**config.mk**
```make
export PLATFORM = sky130hd
export DESIGN_NAME = packet_port_steering_filter_unit_flat
export DESIGN_NICKNAME = d
export VERILOG_FILES = /design/src/rtl/core/ppsf_pkg.sv /design/src/rtl/core/ppsf_stream_if.sv /design/src/rtl/core/packet_port_steering_filter_unit.sv /design/src/rtl/core/ppsf_parser.sv /design/src/rtl/core/ppsf_fifo.sv /design/src/rtl/core/ppsf_policy.sv /design/src/flat_wrapper.sv
export SDC_FILE = /design/constraint.sdc
export NUM_CORES = 1
export LEC_CHECK = 0
export ABC_AREA = 1
export ABC_CLOCK_PERIOD_IN_PS = 3600
export BUFFER_PORTS_ARGS = -buffer_cell sky130_fd_sc_hd__buf_4
export CAP_MARGIN = 10
export CORE_MARGIN = 10
export CORE_UTILIZATION = 59
export CTS_BUF_LIST = sky130_fd_sc_hd__clkbuf_8
export CTS_CLUSTER_SIZE = 14
export DETAILED_ROUTE_END_ITERATION = 10
export GPL_ROUTABILITY_DRIVEN = 0
export PLACE_DENSITY_LB_ADDON = 0.05
export SLEW_MARGIN = 5
export SYNTH_ARGS = -nofsm -noshare
export SYNTH_HDL_FRONTEND = slang
export SYNTH_SLANG_ARGS = --single-unit
export TNS_END_PERCENT = 5
```
**constraint.sdc**
```tcl
create_clock -name clk -period 3.6 [get_ports clk]
set_clock_uncertainty 0.1 [all_clocks]
set_input_delay 0.36 -clock clk [delete_from_list [all_inputs] [get_ports clk]]
set_output_delay 0.36 -clock clk [all_outputs]
set_load 0.02 [all_outputs]
```
**src/rtl/core/ppsf_pkg.sv**
```systemverilog
// shared types, constants and codes of the packet port steering filter
`timescale 1ns / 1ps

package ppsf_pkg;

	// field widths
	localparam int ByteW  = 8;
	localparam int QueueW = 8;
	localparam int TgtW   = 6;
	localparam int PortW  = 16;
	localparam int PosW   = 7;
	localparam int L4OffW = 7;
	localparam int CfgW   = 64;
	localparam int CfgIdxW = 2;

	// queue space and default queue count
	localparam int MaxQueues        = 64;
	localparam int QueueCountDefault = 64;

	// decoupling queue
	localparam int FifoDepth = 2;

	// header layout
	localparam logic [PosW-1:0] PosMax        = 7'd127;
	localparam logic [PosW-1:0] PosEthTypeHi  = 7'd12;
	localparam logic [PosW-1:0] PosEthTypeLo  = 7'd13;
	localparam logic [PosW-1:0] PosVerIhl     = 7'd14;
	localparam logic [PosW-1:0] PosFirstIp    = 7'd15;
	localparam logic [PosW-1:0] PosProtocol   = 7'd23;
	localparam logic [7:0]      EthHdrLen     = 8'd14;
	localparam logic [7:0]      IpHdrEnd      = 8'd34;
	localparam logic [7:0]      UdpHdrLen     = 8'd8;
	localparam logic [7:0]      TcpHdrLen     = 8'd20;
	localparam logic [3:0]      IhlMin        = 4'd5;
	localparam logic [ByteW-1:0] EthTypeHi    = 8'h08;
	localparam logic [ByteW-1:0] EthTypeLo    = 8'h00;
	localparam logic [ByteW-1:0] ProtoUdp     = 8'd17;
	localparam logic [ByteW-1:0] ProtoTcp     = 8'd6;
	localparam logic [PortW-1:0] UdpSteerPort = 16'd8080;
	localparam logic [PortW-1:0] TcpPortReset = 16'd443;

	// verdict codes
	typedef enum logic [1:0] {
		VERDICT_PASS     = 2'd0,
		VERDICT_DROP     = 2'd1,
		VERDICT_REDIRECT = 2'd2
	} ppsf_verdict_t;

	// policy modes, codes above pass all act as redirect all
	typedef enum logic [2:0] {
		MODE_REDIRECT_ALL = 3'd0,
		MODE_DROP_ALL     = 3'd1,
		MODE_UDP_STEER    = 3'd2,
		MODE_TCP_MATCH    = 3'd3,
		MODE_PASS_ALL     = 3'd4
	} ppsf_mode_t;

	// configuration register indexes
	typedef enum logic [CfgIdxW-1:0] {
		REG_POLICY_MODE      = 2'd0,
		REG_TCP_MATCH_PORT   = 2'd1,
		REG_BOUND_QUEUE_MASK = 2'd2
	} ppsf_reg_t;

	// classified frame handed from the parser to the policy stage
	typedef struct packed {
		logic              udp_hit;
		logic              tcp_ok;
		logic [PortW-1:0]  dest_port;
		logic [QueueW-1:0] queue;
	} ppsf_rec_t;

	// queue status
	typedef struct packed {
		logic full;
		logic empty;
	} ppsf_fifo_stat_t;

endpackage

```
**src/rtl/core/ppsf_stream_if.sv**
```systemverilog
// valid/ready stream interfaces for frame bytes and verdicts
`timescale 1ns / 1ps

interface ppsf_in_if;
	import ppsf_pkg::*;
	logic              valid;
	logic              ready;
	logic [ByteW-1:0]  frame_byte;
	logic              frame_last;
	logic [QueueW-1:0] rx_queue;

	modport source (output valid, output frame_byte, output frame_last, output rx_queue,
		input ready);
	modport sink (input valid, input frame_byte, input frame_last, input rx_queue,
		output ready);
endinterface

interface ppsf_out_if;
	import ppsf_pkg::*;
	logic            valid;
	logic            ready;
	logic [1:0]      verdict;
	logic [TgtW-1:0] target_queue;

	modport source (output valid, output verdict, output target_queue, input ready);
	modport sink (input valid, input verdict, input target_queue, output ready);
endinterface

```
**src/rtl/core/packet_port_steering_filter_unit.sv**
```systemverilog
// top level of the packet port steering filter
`timescale 1ns / 1ps

// Takes an Ethernet frame one byte per transaction on frames and returns one
// verdict (pass, drop or redirect with a socket queue) per frame; the frame's
// record goes through the two-entry queue of classified frames between header
// parser and policy stage, then the verdict register. Bytes are taken every
// cycle while that queue has room; the policy stage drains one frame per cycle
// into the verdict register while it is free or read out, so sustained rate is
// one byte per clock. The policy is read from the configuration registers when
// a frame leaves the queue; write them only while no frame is in flight.

module packet_port_steering_filter_unit
	import ppsf_pkg::*;
#(
	parameter int QUEUE_COUNT = QueueCountDefault
) (
	input  logic               clk,
	input  logic               arst_n,
	input  logic               cfg_we,
	input  logic [CfgIdxW-1:0] cfg_index,
	input  logic [CfgW-1:0]    cfg_data,
	ppsf_in_if.sink            frames,
	ppsf_out_if.source         verdicts
);

	ppsf_fifo_stat_t fifo_stat;
	ppsf_rec_t       parse_rec;
	ppsf_rec_t       head_rec;
	logic            take;
	logic            push;
	logic            pop;

	// byte acceptance
	assign frames.ready = !fifo_stat.full;
	assign take         = frames.valid && frames.ready;

	ppsf_parser u_parser (
		.clk        (clk),
		.arst_n     (arst_n),
		.take       (take),
		.frame_byte (frames.frame_byte),
		.frame_last (frames.frame_last),
		.rx_queue   (frames.rx_queue),
		.push       (push),
		.rec        (parse_rec)
	);

	ppsf_fifo u_fifo (
		.clk    (clk),
		.arst_n (arst_n),
		.push   (push),
		.wr_rec (parse_rec),
		.pop    (pop),
		.rd_rec (head_rec),
		.stat   (fifo_stat)
	);

	ppsf_policy #(
		.QUEUE_COUNT (QUEUE_COUNT)
	) u_policy (
		.clk       (clk),
		.arst_n    (arst_n),
		.cfg_we    (cfg_we),
		.cfg_index (cfg_index),
		.cfg_data  (cfg_data),
		.rec       (head_rec),
		.stat      (fifo_stat),
		.pop       (pop),
		.verdicts  (verdicts)
	);

	// only a redirect carries a queue index
	a_queue_zero: assert property (@(posedge clk) disable iff (!arst_n)
		verdicts.valid && (verdicts.verdict != VERDICT_REDIRECT)
			|-> (verdicts.target_queue == '0))
		else $error("non-redirect verdict with nonzero target queue");

	// a new verdict comes from a queued frame
	a_verdict_source: assert property (@(posedge clk) disable iff (!arst_n)
		$rose(verdicts.valid) |-> $past(!fifo_stat.empty))
		else $error("verdict appeared with no classified frame queued");

	// a frame end always lands in the queue
	a_push_lands: assert property (@(posedge clk) disable iff (!arst_n)
		take && frames.frame_last |=> !fifo_stat.empty)
		else $error("classified frame lost at the queue");

endmodule

```
**src/rtl/core/ppsf_parser.sv**
```systemverilog
// front end: walks the ethernet and ipv4 headers and classifies each frame
`timescale 1ns / 1ps

module ppsf_parser
	import ppsf_pkg::*;
(
	input  logic              clk,
	input  logic              arst_n,
	input  logic              take,
	input  logic [ByteW-1:0]  frame_byte,
	input  logic              frame_last,
	input  logic [QueueW-1:0] rx_queue,
	output logic              push,
	output ppsf_rec_t         rec
);

	logic [PosW-1:0]   pos_q;
	logic              eth_ok_q;
	logic [L4OffW-1:0] l4_off_q;
	logic [ByteW-1:0]  proto_q;
	logic [PortW-1:0]  port_q;
	logic              hdr_bad_q;
	logic [QueueW-1:0] qlatch_q;

	logic [7:0] pos_inc;
	logic [7:0] l4_ext;
	logic       hdr_ok;

	// header walk, frame state clears after the last byte
	always_ff @(posedge clk or negedge arst_n) begin
		if (!arst_n) begin
			pos_q     <= '0;
			eth_ok_q  <= 1'b0;
			l4_off_q  <= '0;
			proto_q   <= '0;
			port_q    <= '0;
			hdr_bad_q <= 1'b0;
			qlatch_q  <= '0;
		end else if (take) begin
			if (frame_last) begin
				pos_q     <= '0;
				eth_ok_q  <= 1'b0;
				l4_off_q  <= '0;
				proto_q   <= '0;
				port_q    <= '0;
				hdr_bad_q <= 1'b0;
				qlatch_q  <= '0;
			end else begin
				if (pos_q != PosMax) pos_q <= pos_q + 1'b1;
				if (pos_q == '0) qlatch_q <= rx_queue;
				if (pos_q == PosEthTypeHi) eth_ok_q <= (frame_byte == EthTypeHi);
				if (pos_q == PosEthTypeLo) eth_ok_q <= eth_ok_q && (frame_byte == EthTypeLo);
				if (pos_q == PosVerIhl) begin
					hdr_bad_q <= frame_byte[3:0] < IhlMin;
					l4_off_q  <= L4OffW'(EthHdrLen + {2'b00, frame_byte[3:0], 2'b00});
				end
				if (pos_q == PosProtocol) proto_q <= frame_byte;
				if (pos_q >= PosFirstIp) begin
					if ({1'b0, pos_q} == l4_ext + 8'd2) port_q[15:8] <= frame_byte;
					if ({1'b0, pos_q} == l4_ext + 8'd3) port_q[7:0]  <= frame_byte;
				end
			end
		end
	end

	// classification at the last byte, every header field is already stored
	always_comb begin
		pos_inc = {1'b0, pos_q} + 8'd1;
		l4_ext  = {1'b0, l4_off_q};
		hdr_ok  = eth_ok_q && !hdr_bad_q && (pos_inc >= IpHdrEnd);
		rec.udp_hit   = hdr_ok && (proto_q == ProtoUdp) && (pos_inc >= l4_ext + UdpHdrLen)
			&& (port_q == UdpSteerPort);
		rec.tcp_ok    = hdr_ok && (proto_q == ProtoTcp) && (pos_inc >= l4_ext + TcpHdrLen);
		rec.dest_port = port_q;
		rec.queue     = (pos_q == '0) ? rx_queue : qlatch_q;
		push          = take && frame_last;
	end

endmodule

```
**src/rtl/core/ppsf_fifo.sv**
```systemverilog
// short queue of classified frames between parser and policy stage
`timescale 1ns / 1ps

module ppsf_fifo
	import ppsf_pkg::*;
(
	input  logic            clk,
	input  logic            arst_n,
	input  logic            push,
	input  ppsf_rec_t       wr_rec,
	input  logic            pop,
	output ppsf_rec_t       rd_rec,
	output ppsf_fifo_stat_t stat
);

	localparam int PtrW = (FifoDepth > 1) ? $clog2(FifoDepth) : 1;
	localparam int CntW = $clog2(FifoDepth + 1);

	ppsf_rec_t       mem_q [FifoDepth];
	logic [PtrW-1:0] wr_ptr_q;
	logic [PtrW-1:0] rd_ptr_q;
	logic [CntW-1:0] count_q;

	// entry storage
	always_ff @(posedge clk) begin
		if (push) mem_q[wr_ptr_q] <= wr_rec;
	end

	// pointers and fill count
	always_ff @(posedge clk or negedge arst_n) begin
		if (!arst_n) begin
			wr_ptr_q <= '0;
			rd_ptr_q <= '0;
			count_q  <= '0;
		end else begin
			if (push) begin
				wr_ptr_q <= (wr_ptr_q == PtrW'(FifoDepth - 1)) ? '0 : wr_ptr_q + 1'b1;
			end
			if (pop) begin
				rd_ptr_q <= (rd_ptr_q == PtrW'(FifoDepth - 1)) ? '0 : rd_ptr_q + 1'b1;
			end
			if (push && !pop) count_q <= count_q + 1'b1;
			else if (pop && !push) count_q <= count_q - 1'b1;
		end
	end

	assign rd_rec     = mem_q[rd_ptr_q];
	assign stat.full  = (count_q == CntW'(FifoDepth));
	assign stat.empty = (count_q == '0);

endmodule

```
**src/rtl/core/ppsf_policy.sv**
```systemverilog
// back end: configuration registers, policy decision and verdict register
`timescale 1ns / 1ps

module ppsf_policy
	import ppsf_pkg::*;
#(
	parameter int QUEUE_COUNT = QueueCountDefault
) (
	input  logic               clk,
	input  logic               arst_n,
	input  logic               cfg_we,
	input  logic [CfgIdxW-1:0] cfg_index,
	input  logic [CfgW-1:0]    cfg_data,
	input  ppsf_rec_t          rec,
	input  ppsf_fifo_stat_t    stat,
	output logic               pop,
	ppsf_out_if.source         verdicts
);

	logic [2:0]             mode_q;
	logic [PortW-1:0]       tcp_port_q;
	logic [QUEUE_COUNT-1:0] mask_q;

	logic                   out_valid_q;
	ppsf_verdict_t          verdict_q;
	logic [TgtW-1:0]        target_q;

	logic [MaxQueues-1:0]   mask_ext;
	logic                   do_steer;
	logic [QueueW-1:0]      steer_q;
	logic                   bound;
	ppsf_verdict_t          verdict_d;
	logic [TgtW-1:0]        target_d;

	// configuration writes, unknown indexes are ignored
	always_ff @(posedge clk or negedge arst_n) begin
		if (!arst_n) begin
			mode_q     <= MODE_REDIRECT_ALL;
			tcp_port_q <= TcpPortReset;
			mask_q     <= '0;
		end else if (cfg_we) begin
			unique case (cfg_index)
				REG_POLICY_MODE:      mode_q     <= cfg_data[2:0];
				REG_TCP_MATCH_PORT:   tcp_port_q <= cfg_data[PortW-1:0];
				REG_BOUND_QUEUE_MASK: mask_q     <= cfg_data[QUEUE_COUNT-1:0];
				default: ;
			endcase
		end
	end

	// policy decision for the head of the queue
	always_comb begin
		do_steer = 1'b0;
		steer_q  = '0;
		unique case (mode_q)
			MODE_DROP_ALL:  ;
			MODE_PASS_ALL:  ;
			MODE_UDP_STEER: do_steer = rec.udp_hit;
			MODE_TCP_MATCH: do_steer = rec.tcp_ok && (rec.dest_port == tcp_port_q);
			default: begin
				do_steer = 1'b1;
				steer_q  = rec.queue;
			end
		endcase

		// queues past the configured count read as unbound
		mask_ext = MaxQueues'(mask_q);
		bound    = (steer_q[QueueW-1:TgtW] == '0) && mask_ext[steer_q[TgtW-1:0]];

		verdict_d = VERDICT_PASS;
		target_d  = '0;
		if (mode_q == MODE_DROP_ALL) begin
			verdict_d = VERDICT_DROP;
		end else if (do_steer && bound) begin
			verdict_d = VERDICT_REDIRECT;
			target_d  = steer_q[TgtW-1:0];
		end

		pop = !stat.empty && (!out_valid_q || verdicts.ready);
	end

	// verdict output register
	always_ff @(posedge clk or negedge arst_n) begin
		if (!arst_n) begin
			out_valid_q <= 1'b0;
		end else if (pop) begin
			out_valid_q <= 1'b1;
		end else if (verdicts.ready) begin
			out_valid_q <= 1'b0;
		end
	end

	always_ff @(posedge clk) begin
		if (pop) begin
			verdict_q <= verdict_d;
			target_q  <= target_d;
		end
	end

	assign verdicts.valid        = out_valid_q;
	assign verdicts.verdict      = verdict_q;
	assign verdicts.target_queue = target_q;

endmodule
```
**src/flat_wrapper.sv**
```systemverilog
// flat-port wrapper written by rule: the top's interface ports become plain ports
module packet_port_steering_filter_unit_flat import ppsf_pkg::*;
#(
	parameter int QUEUE_COUNT = QueueCountDefault
)
  (clk, arst_n, cfg_we, cfg_index, cfg_data, frames_valid, frames_frame_byte, frames_frame_last, frames_rx_queue, frames_ready, verdicts_valid, verdicts_verdict, verdicts_target_queue, verdicts_ready);
  ppsf_in_if frames_i ();
  ppsf_out_if verdicts_i ();
  input  logic clk;
  input  logic arst_n;
  input  logic cfg_we;
  input  logic [CfgIdxW-1:0] cfg_index;
  input  logic [CfgW-1:0] cfg_data;
  input wire logic [$bits(frames_i.valid)-1:0] frames_valid;
  input wire logic [$bits(frames_i.frame_byte)-1:0] frames_frame_byte;
  input wire logic [$bits(frames_i.frame_last)-1:0] frames_frame_last;
  input wire logic [$bits(frames_i.rx_queue)-1:0] frames_rx_queue;
  output wire logic [$bits(frames_i.ready)-1:0] frames_ready;
  output wire logic [$bits(verdicts_i.valid)-1:0] verdicts_valid;
  output wire logic [$bits(verdicts_i.verdict)-1:0] verdicts_verdict;
  output wire logic [$bits(verdicts_i.target_queue)-1:0] verdicts_target_queue;
  input wire logic [$bits(verdicts_i.ready)-1:0] verdicts_ready;
  assign frames_i.valid = frames_valid;
  assign frames_i.frame_byte = frames_frame_byte;
  assign frames_i.frame_last = frames_frame_last;
  assign frames_i.rx_queue = frames_rx_queue;
  assign frames_ready = frames_i.ready;
  assign verdicts_valid = verdicts_i.valid;
  assign verdicts_verdict = verdicts_i.verdict;
  assign verdicts_target_queue = verdicts_i.target_queue;
  assign verdicts_i.ready = verdicts_ready;
  packet_port_steering_filter_unit #(.QUEUE_COUNT(QUEUE_COUNT)) u_core (.clk(clk), .arst_n(arst_n), .cfg_we(cfg_we), .cfg_index(cfg_index), .cfg_data(cfg_data), .frames(frames_i), .verdicts(verdicts_i));
endmodule
```
After elaboration in Yosys (flattened, before gate mapping)

Memory sizes are Yosys's and may differ from the RTL's.
Index checks and enable logic that the tools add are counted.

$add $sub $neg: 11
Multipliers: 0
Divide/modulo/power cells: 0
$lt $le $gt $ge: 6
Eq/ne operators: 19
Shift-type cells: 0
Mux-type cells: 30
Bitwise operators: 1
Reduce and logical (&&, ||, !) cells: 49

Operators by type and width:

| cell                                                                                | count |
|---|---|
| 8-bit 2-to-1 mux                                                                    | 7 |
| 16-bit 2-to-1 mux                                                                   | 2 |
| 7-bit 2-to-1 mux                                                                    | 4 |
| 7-bit by 4-bit equality test with 1-bit output, second input constant               | 3 |
| 7-bit by 2-bit adder with 8-bit output, second input constant                       | 2 |
| 16-bit by 13-bit equality test with 1-bit output, second input constant             | 1 |
| 16-bit equality test                                                                | 1 |
| 7-bit by 8-bit equality test with 1-bit output                                      | 2 |
| 8-bit greater-or-equal comparator                                                   | 2 |
| 1-bit logical AND                                                                   | 16 |
| 2-bit nonzero test                                                                  | 8 |
| 2-bit AND reduction                                                                 | 7 |
| 1-bit 2-to-1 mux                                                                    | 12 |
| 7-bit by 1-bit adder with 8-bit output, second input constant                       | 1 |
| 7-bit by 4-bit adder with 8-bit output, second input constant                       | 1 |
| 7-bit by 5-bit adder with 8-bit output, second input constant                       | 1 |
| 8-bit by 3-bit equality test with 1-bit output, second input constant               | 1 |
| 8-bit by 4-bit equality test with 1-bit output, second input constant               | 1 |
| 8-bit by 5-bit equality test with 1-bit output, second input constant               | 1 |
| 8-bit by 6-bit greater-or-equal comparator with 1-bit output, second input constant | 1 |
| 8-bit logical NOT                                                                   | 1 |
| 4-bit by 6-bit adder with 7-bit output, first input constant                        | 1 |
| 7-bit by 1-bit adder with 7-bit output, second input constant                       | 1 |
| 7-bit by 5-bit equality test with 1-bit output, second input constant               | 1 |
| 24 further kinds                                                                    | 38 |

Flip-flop bits (word level): 144
Latch bits: 0
Bits in writable memories: 52
ROM bits: 0
Input port bits: 88
Word-level logic and storage cells: 134
Memories kept: 1

Memory list:

| name                | words | bits a word | rd ports | clocked after Yosys merged registers in | write ports | RTL line        | RTL |
|---|---|---|---|---|---|---|---|
| u_core.u_fifo.mem_q | 2     | 26          | 1        | 0                                       | 1           | ppsf_fifo.sv:19 | `ppsf_rec_t mem_q [FifoDepth];` |

Depth between registers and ports, before layout

Depth in word-level cells: 9
Gate-level depth with buffers: 14
Depth with buffers taken out: 13

Hierarchy

A second synthesis with hierarchy kept.

Cell total of the unflattened synthesis: 1011
Area total of the unflattened synthesis: 9899.5 µm²

By module, submodules not included:

| module                           | times used | cells an instance | area each (µm²) | sequential area each (µm²) |
|---|---|---|---|---|
| ppsf_policy                      | 1          | 456               | 4439.3          | 2351.0 |
| ppsf_parser                      | 1          | 446               | 3263.1          | 1176.1 |
| ppsf_fifo                        | 1          | 106               | 2183.3          | 1661.6 |
| packet_port_steering_filter_unit | 1          | 3                 | 13.8            | 0.0 |

Worst setup path after synthesis

OpenSTA, ideal clock, no wires.

Path type: register to register
Start point: register u_core.u_fifo.count_q[0]
End point: memory u_core.u_fifo.mem_q[0][0] in the netlist's numbering, enable pin
Arrival: 2627 ps
Required time: 3091 ps
Slack: 464 ps
Cell stages (with the launch flop): 9
Buffers on the path: 2
Cell sequence: dfrtp_1 -> inv_1 -> nand2_1 -> nand2_1 -> nor2_1 -> inv_1 -> buf_2 -> buf_1 -> nor2_1

Word-level cells in the longest chain between the ends: 6

RTL lines:

| what                                   | RTL line                               | RTL |
|---|---|---|
| start, declared                        | ppsf_fifo.sv:22                        | `logic [CntW-1:0] count_q;` |
| start signal, assigned                 | ppsf_fifo.sv:42                        | `if (push && !pop) count_q <= count_q + 1'b1;` |
| start signal, assigned                 | ppsf_fifo.sv:43                        | `else if (pop && !push) count_q <= count_q - 1'b1;` |
| 2-bit equality test                    | ppsf_fifo.sv:48                        | `assign stat.full = (count_q == CntW'(FifoDepth));` |
| 1-bit logical NOT                      | packet_port_steering_filter_unit.sv:35 | `assign frames.ready = !fifo_stat.full;` |
| named net frames_ready                 | flat_wrapper.sv:18                     | `output wire logic [$bits(frames_i.ready)-1:0] frames_ready;` |
| 1-bit logical AND                      | packet_port_steering_filter_unit.sv:36 | `assign take = frames.valid && frames.ready;` |
| 1-bit logical AND                      | ppsf_parser.sv:76                      | `push = take && frame_last;` |
| named net u_core.push                  | packet_port_steering_filter_unit.sv:31 | `logic push;` |
| 1-bit 2-to-1 mux                       | ppsf_fifo.sv:26                        | `if (push) mem_q[wr_ptr_q] <= wr_rec;` |
| 1-bit 2-to-1 mux (implied by the code) | ppsf_fifo.sv:26                        |  |
| end, declared                          | ppsf_fifo.sv:19                        |  |

The timed path passes the listed nets, and every way through them passes these cells.

Worst setup path after layout

Start point: register u_core.u_policy.mode_q[1]
End point: register u_core.u_policy.target_q[0], in the netlist u_core.u_policy.verdicts.target_queue[0] (data pin)

Word-level cells in the longest chain between the ends: 9
Elaborated cells between the ends (all ways): 15
Those cells by class: eq/ne (4); mux (4); bitwise (1); reduce/logical (6)

RTL lines:

| what                                                                         | RTL line                             | RTL |
|---|---|---|
| start, declared                                                              | ppsf_policy.sv:20                    | `logic [2:0] mode_q;` |
| start signal, assigned                                                       | ppsf_policy.sv:43                    | `REG_POLICY_MODE: mode_q <= cfg_data[2:0];` |
| 3-bit by 1-bit equality test with 1-bit output, or another cell as far along | ppsf_policy.sv:55, ppsf_policy.sv:72 |  |
| 4-bit OR reduction (no source line)                                          | --                                   |  |
| 8-bit 2-to-1 mux                                                             | ppsf_policy.sv:55                    | `unique case (mode_q)` |
| 1-bit binary-select mux with 6-bit select                                    | ppsf_policy.sv:68                    | `bound = (steer_q[QueueW-1:TgtW] == '0) && mask_ext[steer_q[TgtW-1:0]];` |
| 1-bit 2-to-1 mux (implied by the code)                                       | ppsf_policy.sv:68                    |  |
| 1-bit logical AND                                                            | ppsf_policy.sv:68                    |  |
| 1-bit logical AND                                                            | ppsf_policy.sv:74                    | `end else if (do_steer && bound) begin` |
| 1-bit NOT (no source line)                                                   | --                                   |  |
| 2-bit OR reduction (no source line)                                          | --                                   |  |
| end signal, assigned                                                         | ppsf_policy.sv:96                    | `target_q <= target_d;` |
| end, declared                                                                | ppsf_policy.sv:26                    | `logic [TgtW-1:0] target_q;` |

Several ways; a longest one is shown, not always the timed one. The select of a mux whose other input is x is not followed.
A chain may end at the register's enable or synchronous reset.

==> impl_summary.txt <==
----------------------------------------------------
[Clock tree]
  CTS tree ... done
  Maximum number of buffers from clock root to sink ... 2
  H-tree levels ... 4
  Clock-pin slew reported for the worst setup and hold paths after clock tree synthesis ... 0.10 ns
  Count of buffers added by post-CTS timing repair for setup ... 0
  Clock buffers created by TritonCTS ... 17
  Clock sink count ... 195
  PostCTS Resize Cnt ... 0
  Root buf cell ... sky130_fd_sc_hd__clkbuf_8
  Clock insertion delay at the later pin of the skew report ... 0.46 ns

[Layout]
  Share of layout cells above drive strength 1 ... 17.4%
  Net count reported at finish ... 1237
  Fill cell instance count of the final layout ... 1278
  Post-synthesis to final-layout area growth ... 15.1%
  Antenna cell count ... 0
  Final Instance Count excl. Fillers ... 1354

[Pwr]
  Psw ... 2650 uW
  P_int ... 4280 uW
  Power density over the cells ... 639 mW/mm^2
  Peak VDD IR ... 0.446 mV
  Comb power frac ... 36.1%
  Cell leakage power ... 0.00516 uW
  Power share of the clock group ... 19.8%
  Overall power of the completed layout ... 6940 uW
  Switching share of power ... 38.3%
  Share of power burned in registers ... 44.1%

[Timing]
  Final slew viol count ... 0
  Total negative slack ... 0 ns
  Highest clock frequency the design can meet ... 354 MHz
  Period utilization ... 78.5%
  Actual slew at the worst max-slew pin ... 1.02 ns
  Rel. slew slack ... 31.9%
  RSZ-0062 raised after global routing ... no
  Fin Hold WS ... 0.0289 ns
  Final-report hold violation count ... 0
  Post-route setup slack ... 0.775 ns
  Time the worst path needs with I/O delays and setup ... 2.82 ns
  Final setup violation count ... 0

[Logic synthesis]
  Mean cell area of the mapped netlist ... 9.25 sq um
  YS warnings ... 0
  Number of synthesized flops with an enable pin ... 60
  Syn_nets ... 1132
  Synth Register Bits ... 195
  Netlist area before placement ... 0.00944 sq mm
  Post-Synthesis Cells ... 1020
  Sequential fraction of the synthesis area ... 55.0%
  Synth async-reset ratio ... 69.2%
  Dominant synthesized flop cell ... sky130_fd_sc_hd__dfrtp_1
  Count of different cell masters after synthesis ... 46

[Floorplan]
  Boundary Pins ... 98
  Die X ... 146 microns
  Core ar. ... 0.0158 sq mm
  Vertical die dimension ... 146 microns
  Area of the die ... 0.0215 sq mm
  Initial standard-cell utilization of the core ... 59.8%
  Row Count ... 46

[Worst hold path]
  Class of the tightest hold or removal check ... primary input to register
  Hold path start ... cfg_data[26]
  Worst Hold Depth ... 2
  Worst min-delay path endpoint ... u_core.u_policy.mask_ext[26]$_DFFE_PN0P_

[Global route]
  GRT met1 Usage ... 26.1%
  Global-route wire length before repair ... 35800 microns
  Vias in the first global route ... 7200
  Met3 usage in global routing ... 4.85%
  Global routing's busiest layer ... met2
  Met2 track utilization from global routing ... 33.9%
  Overall Global Routing Usage ... 20.3%
  Number of antenna violations at the first check in global routing ... 0
  Aggregate global routing overflow ... 0
  Pin count of the biggest net entering global routing ... 59

[Worst setup path]
  Number of cells traversed by the worst register-to-register path ... 11
  Worst path required time ... 3.71 ns
  Worst reg2reg path startpoint ... u_core.u_policy.mode_q[1]$_DFFE_PN0P_
  Critical path launch point type ... register
  Critical path type ... register to register
  CP endpoint kind ... register
  Maximum net fanout on the critical path ... 20
  Flop-to-flop setup slack ... 0.78 ns
  CP arrival ... 2.94 ns
  Destination of the worst register-to-register timing path ... u_core.u_policy.verdicts.target_queue[0]$_SDFFCE_PP0P_

[Drt]
  # DRC ... 0
  Average wire per standard cell ... 15.9 microns
  Via density per instance ... 5.32
  Detailed Route Iter0 Violations ... 530
  1st-pass router iterations ... 5
  Total wire length ... 21600 microns
  DR vias ... 7198
  Residual antenna-violating net count after detailed routing ... 0

[Status]
  Result of the run ... finished, final reports clean

[Placed design]
  Worst slack at placement ... 0.835 ns
  Detailed placement HPWL ... 15600 microns
  Placed cell count ... 1311
  Count of input and output buffers ... 97

[Job]
  Max cap viols ... 0

----------------------------------------------------
-- synth_stat cells (3+ instances only) --
cell type / count / area, sq um
sky130_fd_sc_hd__nand2_1: 212 / 796
sky130_fd_sc_hd__dfrtp_1: 128 / 3200
sky130_fd_sc_hd__inv_1: 125 / 469
sky130_fd_sc_hd__nand3_1: 88 / 440
sky130_fd_sc_hd__nor2_1: 84 / 315
sky130_fd_sc_hd__o21ai_0: 82 / 410
sky130_fd_sc_hd__edfxtp_1: 60 / 1800
sky130_fd_sc_hd__mux2_2: 33 / 372
sky130_fd_sc_hd__a21oi_1: 30 / 150
sky130_fd_sc_hd__ha_1: 24 / 300
sky130_fd_sc_hd__xor2_1: 20 / 175
sky130_fd_sc_hd__o22ai_1: 16 / 100
sky130_fd_sc_hd__nand4_1: 14 / 87.6
sky130_fd_sc_hd__clkbuf_1: 13 / 48.8
sky130_fd_sc_hd__nor3_1: 12 / 60.1
sky130_fd_sc_hd__buf_2: 11 / 55.1
sky130_fd_sc_hd__xnor2_1: 9 / 78.8
sky130_fd_sc_hd__dfstp_2: 7 / 184
sky130_fd_sc_hd__buf_6: 5 / 56.3
sky130_fd_sc_hd__buf_1: 4 / 15.0
sky130_fd_sc_hd__o31ai_1: 4 / 30.0
sky130_fd_sc_hd__a211oi_1: 3 / 22.5
sky130_fd_sc_hd__a21o_1: 3 / 22.5
sky130_fd_sc_hd__nor4_1: 3 / 18.8
-- critical path, cell delays in order (launching register included) --
cell,delay (ns)
sky130_fd_sc_hd__dfrtp_1,0.44
sky130_fd_sc_hd__o21ai_2,0.55
sky130_fd_sc_hd__nand3_2,0.37
sky130_fd_sc_hd__buf_4,0.32
sky130_fd_sc_hd__nand2_1,0.08
sky130_fd_sc_hd__nand3_1,0.08
sky130_fd_sc_hd__nand3_1,0.09
sky130_fd_sc_hd__nand3_1,0.07
sky130_fd_sc_hd__nand3_1,0.11
sky130_fd_sc_hd__nand3_1,0.14
sky130_fd_sc_hd__nand3_2,0.16
sky130_fd_sc_hd__nor2_1,0.06
-- power by group through the flow --
| stage | Combinational [uW] | Clock [uW] | Sequential, uW |
|---|---|---|---|
| global placement | 2420 | 0 | 3100 |
| detailed placement | 2480 | 0 | 3100 |
| floorplan | 1780 | 0 | 3090 |
| CTS | 2500 | 1400 | 3060 |
| finish | 2500 | 1370 | 3060 |
| global route | 2850 | 1490 | 3110 |
-- routing by layer --
layer / routed length, microns / part of all wire, % / vias up
li1: - / - / 3567
met1: 9610 / 45 / 3386
met2: 10400 / 48 / 219
met3: 1190 / 5.5 / 26
met4: 325 / 1.5 / 0
met5: 0 / 0 / -
-- logic make-up after synthesis --
group / synth area share, %
buf+inv: 7.15
compound gates: 8.70
mux: 3.94
flops: 55.0
fa+ha+maj: 3.18
xor+xnor: 2.69
simple gates: 19.4
-- sequential cells by signal (all words and copies together) (netlist names), 2 cells and up --
name,flops
u_core.u_policy.tcp_port_q,16
u_core.u_fifo.mem_q,52
u_core.u_parser.l4_off_q,6
u_core.u_parser.pos_q,7
u_core.u_policy.mode_q,3
u_core.u_policy.verdicts.verdict,2
u_core.u_parser.port_q,16
u_core.u_fifo.count_q,2
u_core.u_parser.proto_q,8
u_core.u_policy.verdicts.target_queue,6
u_core.u_parser.qlatch_q,8
u_core.u_policy.mask_ext,64
-- worst max path at each step --
| stage | from | end | slack (ns) | cells after the start |
|---|---|---|---|---|
| 5_1_grt | u_core.u_parser.pos_q[0]$_DFFE_PN0P_ | u_core.u_fifo.mem_q[0][24]$_DFFE_PP_ | 0.51 | 13 |
| 4_1_cts | u_core.u_parser.pos_q[0]$_DFFE_PN0P_ | u_core.u_fifo.mem_q[0][24]$_DFFE_PP_ | 0.81 | 11 |
| 6_report | u_core.u_policy.mode_q[1]$_DFFE_PN0P_ | u_core.u_policy.verdicts.target_queue[0]$_SDFFCE_PP0P_ | 0.78 | 11 |
| 2_1_floorplan | u_core.u_fifo.count_q[0]$_DFFE_PN0P_ | u_core.u_fifo.mem_q[0][0]$_DFFE_PP_ | 0.46 | 8 |
| 3_5_place_dp | u_core.u_policy.mode_q[1]$_DFFE_PN0P_ | u_core.u_policy.verdicts.target_queue[0]$_SDFFCE_PP0P_ | 0.84 | 11 |
| 3_3_place_gp | u_core.u_parser.pos_q[0]$_DFFE_PN0P_ | u_core.u_fifo.mem_q[0][24]$_DFFE_PP_ | 0.87 | 11 |
-- stage by stage --
stage	instance area [sq um]	util (%)
floorplan	9440	-
CTS	10800	68.5
detailed placement	10400	65.8
global route	10900	68.9
global placement	10400	65.8
finish	10900	68.9
-- cells in the final DEF, fill, tap and decap left out, types with 3 or more instances in the layout --
cell type                       instances
sky130_fd_sc_hd__a21o_1                 3
sky130_fd_sc_hd__nor2_2                 3
sky130_fd_sc_hd__xnor2_1                9
sky130_fd_sc_hd__o31ai_1                4
sky130_fd_sc_hd__dfstp_2                7
sky130_fd_sc_hd__a21oi_1               30
sky130_fd_sc_hd__nor4_1                 3
sky130_fd_sc_hd__inv_1                125
sky130_fd_sc_hd__clkinv_1               4
sky130_fd_sc_hd__ha_1                  24
sky130_fd_sc_hd__nand2_1              212
sky130_fd_sc_hd__o21ai_0               82
sky130_fd_sc_hd__nand3_1               87
sky130_fd_sc_hd__a211oi_1               3
sky130_fd_sc_hd__o22ai_1               16
sky130_fd_sc_hd__buf_4                109
sky130_fd_sc_hd__dfrtp_1              128
sky130_fd_sc_hd__edfxtp_1              60
sky130_fd_sc_hd__nor3_1                12
sky130_fd_sc_hd__inv_8                  3
sky130_fd_sc_hd__inv_6                  4
sky130_fd_sc_hd__mux2_2                33
sky130_fd_sc_hd__nor2_1                82
sky130_fd_sc_hd__dlygate4sd3_1         11
sky130_fd_sc_hd__clkbuf_8              17
sky130_fd_sc_hd__nand4_1               14
sky130_fd_sc_hd__xor2_1                20
-- layout make-up --
| class | count | area [sq um] | area share, % |
|---|---|---|---|
| sequential | 195 | 5190 | 47.8 |
| multi-input combinational | 661 | 3590 | 33.1 |
| timing repair buffer | 121 | 948 | 8.73 |
| inverter | 129 | 484 | 4.46 |
| tap | 216 | 270 | 2.49 |
| clock buffer | 17 | 234 | 2.15 |
| clock inverter | 15 | 144 | 1.32 |
-- repair_timing --
| action | CTS | global route |
|---|---|---|
| setup endpoints to repair | 0 | 0 |
| hold buffers | 5 | 6 |
| endpoints found under the hold margin | 60 | 6 |
No activity file was read; power rests on OpenSTA's default activity.
